`config.mk`:
```
export PLATFORM = sky130hd
export DESIGN_NAME = mcl_ctrl
export DESIGN_NICKNAME = d
export VERILOG_FILES = /design/src/mcl_pkg.sv /design/src/mcl_ctrl.sv
export SDC_FILE = /design/constraint.sdc
export NUM_CORES = 1
export LEC_CHECK = 0
export BUFFER_PORTS_ARGS = -buffer_cell sky130_fd_sc_hd__buf_2
export CORE_AREA = 10 10 47 49
export DETAILED_ROUTE_END_ITERATION = 10
export DIE_AREA = 0 0 57 59
export GPL_ROUTABILITY_DRIVEN = 0
export GPL_TIMING_DRIVEN = 1
export HOLD_SLACK_MARGIN = 0.03
export SETUP_SLACK_MARGIN = 0.3
export SYNTH_ARGS = -nofsm -noshare
export SYNTH_HDL_FRONTEND = slang
export SYNTH_SLANG_ARGS = --single-unit
export TNS_END_PERCENT = 100
```
`constraint.sdc`:
```
create_clock -name clk_i -period 1.56 [get_ports clk_i]
set_input_delay 0.156 -clock clk_i [delete_from_list [all_inputs] [get_ports clk_i]]
set_output_delay 0.156 -clock clk_i [all_outputs]
set_load 0.01 [all_outputs]
```
`src/mcl_pkg.sv`:
```
// ----------------------------------------------------------------------------
// mcl_pkg
// Shared sizes, codes and controller/datapath interface types for the
// multiplex code channel lookup block.
// ----------------------------------------------------------------------------
package mcl_pkg;

  localparam int NUM_CODES    = 16;
  localparam int FIXED_DEPTH  = 256;
  localparam int REPEAT_DEPTH = 64;

  localparam int FUNC_W   = 2;
  localparam int CODE_W   = 4;
  localparam int CHAN_W   = 8;
  localparam int POS_W    = 16;
  localparam int STATUS_W = 2;

  localparam int CODE_IDX_W = $clog2(NUM_CODES);
  localparam int FL_W       = $clog2(FIXED_DEPTH + 1);
  localparam int RL_W       = $clog2(REPEAT_DEPTH + 1);
  localparam int FIX_AW     = $clog2(NUM_CODES * FIXED_DEPTH);
  localparam int REP_AW     = $clog2(NUM_CODES * REPEAT_DEPTH);

  // restoring remainder: one dividend bit per step
  localparam int DIV_STEPS = POS_W;
  localparam int CNT_W     = $clog2(DIV_STEPS);

  typedef enum logic [FUNC_W-1:0] {
    FN_DEFINE     = 2'd0,
    FN_APPEND_FIX = 2'd1,
    FN_APPEND_REP = 2'd2,
    FN_LOOKUP     = 2'd3
  } func_e;

  typedef enum logic [STATUS_W-1:0] {
    ST_OK        = 2'd0,
    ST_UNSET     = 2'd1,
    ST_NO_REPEAT = 2'd2,
    ST_FULL      = 2'd3
  } status_e;

  typedef enum logic [1:0] {
    RT_DIRECT = 2'd0,
    RT_FIXED  = 2'd1,
    RT_REPEAT = 2'd2
  } route_e;

  typedef struct packed {
    logic load;
    logic update;
    logic set_res;
    logic div_init;
    logic div_step;
    logic mem_rd;
  } mcl_cmd_t;

  typedef struct packed {
    route_e route;
    logic   div_last;
  } mcl_stat_t;

endpackage

```
`src/mcl_ctrl.sv`:
```
// ----------------------------------------------------------------------------
// mcl_ctrl
// Sequencer for the multiplex code channel lookup: accept, evaluate,
// remainder loop, slot read and result strobe.
// ----------------------------------------------------------------------------
module mcl_ctrl (
  input  logic               clk_i,
  input  logic               rst_ni,
  input  logic               start_i,
  output logic               busy_o,
  output logic               done_o,
  input  mcl_pkg::mcl_stat_t stat_i,
  output mcl_pkg::mcl_cmd_t  cmd_o
);

  typedef enum logic [4:0] {
    S_IDLE = 5'b00001,
    S_EVAL = 5'b00010,
    S_DIV  = 5'b00100,
    S_RD   = 5'b01000,
    S_RESP = 5'b10000
  } state_e;

  state_e state_q;
  state_e state_d;

  always_comb begin
    cmd_o   = '0;
    state_d = state_q;
    case (state_q)
      S_IDLE: begin
        if (start_i) begin
          cmd_o.load = 1'b1;
          state_d    = S_EVAL;
        end
      end
      S_EVAL: begin
        // table update and result status happen here for every item
        cmd_o.update  = 1'b1;
        cmd_o.set_res = 1'b1;
        case (stat_i.route)
          mcl_pkg::RT_FIXED:  state_d = S_RD;
          mcl_pkg::RT_REPEAT: begin
            cmd_o.div_init = 1'b1;
            state_d        = S_DIV;
          end
          default:            state_d = S_RESP;
        endcase
      end
      S_DIV: begin
        cmd_o.div_step = 1'b1;
        if (stat_i.div_last) state_d = S_RD;
      end
      S_RD: begin
        cmd_o.mem_rd = 1'b1;
        state_d      = S_RESP;
      end
      S_RESP: begin
        state_d = S_IDLE;
      end
      default: begin
        state_d = S_IDLE;
      end
    endcase
  end

  always_ff @(posedge clk_i or negedge rst_ni) begin
    if (!rst_ni) begin
      state_q <= S_IDLE;
    end else begin
      state_q <= state_d;
    end
  end

  assign busy_o = state_q != S_IDLE;
  assign done_o = state_q == S_RESP;

endmodule

```
Word level (Yosys, flattened, before mapping)
Index checks and enable logic that the tools add are counted. W data, S select, Z words.

Reductions and logical operators: 1. $lt $le $gt $ge: 0. Shift operators: 0. Div/mod/pow operators: 0. Multiplexer cells: 10. Bitwise logic cells: 0. $add $sub $neg: 0. Multiply operators: 0. Eq/ne operators: 10.

Operators with widths (number): $pmux W5 S4 (1); $mux W5 (2); $pmux W5 S2 (1); $eq A5 B1 Y1 const B (1); $eq A5 B2 Y1 const B (1); $eq A5 B3 Y1 const B (1); $eq A5 B4 Y1 const B (1); $eq A5 B5 Y1 const B (1); $mux W1 (5); $ne A5 B1 Y1 const B (1); $ne A2 B2 Y1 const B (2); $mux W3 (1); $eq A2 B1 Y1 const B (1); $eq A2 B2 Y1 const B (1); $reduce_and A2 Y1 (1).

Flip-flop bits (word level): 5. Logic and storage cells: 22. Memory bits (read-only): 0. Memory bits (writable): 0. Output and inout bits: 8. Memories: 0. Latch bits: 0. Bits of input ports: 6.

Longest topological paths before layout
Depth in word-level cells: 3. Mapped depth: 4. Gate-level depth less buffers: 4.

Worst setup path before layout
No wires, ideal clock.

Path type: register to output. Start: reg state_q[0]. End: out cmd_o[2] (netlist name). Slack: 0.071 ns. Buffers on the path: 1. Arrival: 1.333 ns. Data required time: 1.404 ns. Stages on the path, launching flop included: 5. Cells stage by stage: dfstp_2 clkbuf_1 or3_1 nor2b_1 and2_1.

RTL lines: from (decl) (line mcl_ctrl.sv:24) `state_e state_q;`; from (signal assigned) (line mcl_ctrl.sv:71) `state_q <= state_d;`; to (decl) (line mcl_ctrl.sv:13) `output mcl_pkg::mcl_cmd_t cmd_o`.

==> results list <==
- Post-detailed-routing wire length: about 1100 µm
- The final route contains roughly 400 vias.
* Die footprint: ~3400 µm²
- Relative to the synthesized area, the layout overhead comes to 80.28%.
- DR vias/cell: roughly 4.8
- The final reports fail on negative setup slack.
- Overall power: around 0.80 mW
* Post-route DRC: 0
* Number of antenna violations at the first check in global routing: 0
- The worst setup path is of the flip-flop to output port kind.
* Capture point of the critical path: cmd_o[2]
- The run finished, with violations left.
* Slowest cell delay on critical path: 420 ps
* Launch point of the critical path: state_q[4]$_DFFE_PN0P_
* Cell variety after synth: 23
- After synthesis, the largest area contributor takes up between 20 and 30% of total cell area.
- Post-DP HPWL: a little over 700 µm
- Cells with a size suffix above 1 make up about three fifths of the layout.
- A synthesized cell averages between 8 and 9 µm².
- In this run the power density over the cells is between 1000 and 1500 nW/µm².
* DP Area: roughly 450 µm²
* Setup repair after global routing missed its margin: true
* Worst Setup End Kind: output port
* Buffer type at the clock tree root: clkbuf_4
* Worst r2r path cells: 3
- Antenna diode instance count: 0
- I/O pin cnt: 14
* Switching part of the total power: 36.77%
- CTS built an H-tree with a depth of 1.
* Starting Density: between 20% and 30%
- Across the run, the number of max-cap violations was 0.
- The cell area that synthesis handed to floorplanning was approximately 360 µm².
- For this block, the initial DRC count from the detailed router was 8.
- At the worst endpoint, the required time is 1400 ps.
* Part of the power in the clock network: roughly 19%
- In this run the critical register-to-register path is launched from state_q[2]$_DFFE_PN0P_.
- Dividing the detail-routed wire length by the instance count gives about 13 µm.
* Share of synthesized area occupied by flip-flops and latches: about a third
- In this run the critical register-to-register path is captured at state_q[0]$_DFFE_PN1P_.
* Final standard cell count with taps included and fillers excluded: 84
- Count of input and output buffers: 13
* Reg with most FFs: state_q
* Worst slack, placed: between 150 and 200 ps
- Die Width: roughly 57 µm
* # placed instances: between 60 and 70
- Number of instances in the synthesized netlist: 41
- Number of hold-slack violations in the final timing report: 0
- Max reg flops: 5
- Critical Path, Cell by Cell: or3_4 > nor2b_4 > and2_4 > buf_6
* Leak Pwr: around 0.31 nW
- Hold is met by roughly 180 ps.
- The count of final max-slew check failures is 0.
* Post-route clock skew: 3.575 ps
- The analysis attributes to net switching a power of between 0.2 and 0.3 mW.
- The detail route stage leaves a number of antenna-violating nets equal to 0.
* Fin crit period: between 1500 and 2000 ps
- When the netlist entered floorplanning its net count stood at 49.
- The floorplan has 14 rows.
- Sequential Power Share: ~30%
- Maximum clock insertion buffer count: 2
* Clock transition time at the flip-flop clock pins of the worst setup and hold paths: 40 ps
- Final design area excluding fillers: about 650 µm²
- Summed over all layers, the global routing overflow is 0.
- Yosys printed 0 warnings.
- Wire length of the first global-routing pass: approximately 1700 µm
- Cell type contributing the most total cell area after synthesis: dfrtp_1
* Total GRT Usage: 6.461%
- Transition time at the pin with the least slew margin: roughly 230 ps
- CP arrival: 1410 ps
- The die is approximately 59 µm tall.
* Worst Setup Slack, final: -5.292 ps
- First drt pass iteration count: 4
- Along the worst path, the maximum fanout reaches 3.
- The clock reaches the later pin of the worst-skew pair after roughly 250 ps.
- Maximum number of pins on one net before global-route repair: 12
- In the final layout, the registers with the most flip-flops are state_q: 5 flops.
- Counting every sink on the clock net gives 5.
* Core box area: 1401 µm²
- Buffers inserted during clock tree synthesis total 3.
- Setup violations remaining at the end of the flow were counted as 1.
* Nature of the critical path startpoint: flip-flop
- Startpoint of the most critical hold path: start_i
* Period utilization: 100.3%
* Internal power component: 0.5085 mW
- The worst register-to-register path has a setup slack of roughly 190 ps.
* Share of total power in combinational logic: between 50 and 60%
* Worst min path class: input pin to flip-flop
- Slowest-stage cell, CP: or3_4
- Post-synthesis sequential element count: 5
* Via count of the first global-routing pass: slightly below 400
- Cells taking the most area after synthesis: dfrtp_1 28%, dfstp_2 7.3%, ha_1 6.9%, nand3b_1 6.2%, nor3b_1 6.2%
* Fmax: 638.9 MHz
* CTS tree: yes
- Slew Limit Headroom: between 80% and 90%
* Number of nets in the layout: 77
- IR Drop Worst-Case VDD: approximately 0.00067 V
-- worst min path at each step --
stage                                        end  slack [ps]  cells after the start
final                     state_q[1]$_DFFE_PN0P_         180                      3
after global placement    state_q[2]$_DFFE_PN0P_         -20                      1
after detailed placement  state_q[2]$_DFFE_PN0P_         -20                      1
after CTS                 state_q[1]$_DFFE_PN0P_         180                      3
after floorplan           state_q[1]$_DFFE_PN0P_        -140                      0
after global routing      state_q[1]$_DFFE_PN0P_         190                      3
-- worst max-delay path: cells and delay by family, from the launching register on --
kind,cells,cell delay [ps]
buffers and inverters,1,90
DFF,1,380
and+or+nand+nor,3,690
-- cell type report --
class | count | area (µm²)
fillers | 141 | 749.5
multi-input cells | 29 | 259.0
repair buffers | 27 | 206.4
flip-flops and latches | 5 | 128.9
clock buffers | 4 | 26.28
well taps | 16 | 20.02
inverters | 3 | 11.26
-- cell usage in the layout, fill, tap and decap left out, drive strengths merged --
master        n
dfstp         1
clkbuf        4
nand3b        3
inv           3
nand2         1
dlygate4sd3   1
and3b         1
dfrtp         4
and2          1
nor2b         2
a31oi         1
buf          26
ha            2
nor3          1
nor4          1
nor3b         3
or3           2
nand2b        1
a2111oi       1
nor2          5
a21oi         2
a221o         1
o21ai         1
-- Yosys cell counts --
cell       number
nor2b_1         2
a2111oi_0       1
and3b_1         1
nor3b_1         3
nor3_1          1
nand2_1         1
buf_4           1
buf_6           1
nor2_1          5
a31oi_1         1
clkbuf_1        2
a221o_1         1
and2_1          1
nand2b_4        1
a21oi_1         2
dfrtp_1         4
nand3b_1        3
or3_1           2
inv_1           3
dfstp_2         1
ha_1            2
o21ai_0         1
nor4_1          1
-- cell families (layout without fill, tap and decap cells) --
family / count (synthesis) / after routing / synth area share, %
DFF: 5 / 5 / 34.95
adders and majority gates: 2 / 2 / 6.919
buffers and inverters: 7 / 34 / 10.38
and+or+nand+nor: 21 / 21 / 36.68
AOI/OAI and AO/OA: 6 / 6 / 11.07
-- per-layer routing --
layer	vias to the layer above	global-route usage (%)	wire length, µm
li1	194	-	-
met2	16	9.767	542
met5	-	0	0
met1	191	6.954	460
met3	0	3.433	70
met4	0	4.027	0
-- stage by stage --
stage	utilization, %	setup TNS (ps)
CTS	39.20	-9.892
detailed placement	32.14	0
global route	46.52	-119.2
finish	46.52	-5.292
global placement	32.14	0
floorplan	-	0
-- power by group through the flow --
stage | clock (mW) | combinational (mW) | sequential, mW
floorplan | 0 | 0.258 | 0.180
global placement | 0 | 0.263 | 0.225
detailed placement | 0 | 0.260 | 0.227
CTS | 0.160 | 0.319 | 0.237
global route | 0.170 | 0.443 | 0.251
finish | 0.155 | 0.405 | 0.244
-- timing repair --
item / in CTS / in global routing
resized for setup: 10 / 9
hold endpoints to repair: 5 / 0
setup buffers: 3 / 9
hold buffers: 1 / 0
pin swaps: 5 / 0
setup endpoints to repair: 10 / 10
No activity file was read; power rests on OpenSTA's default activity.
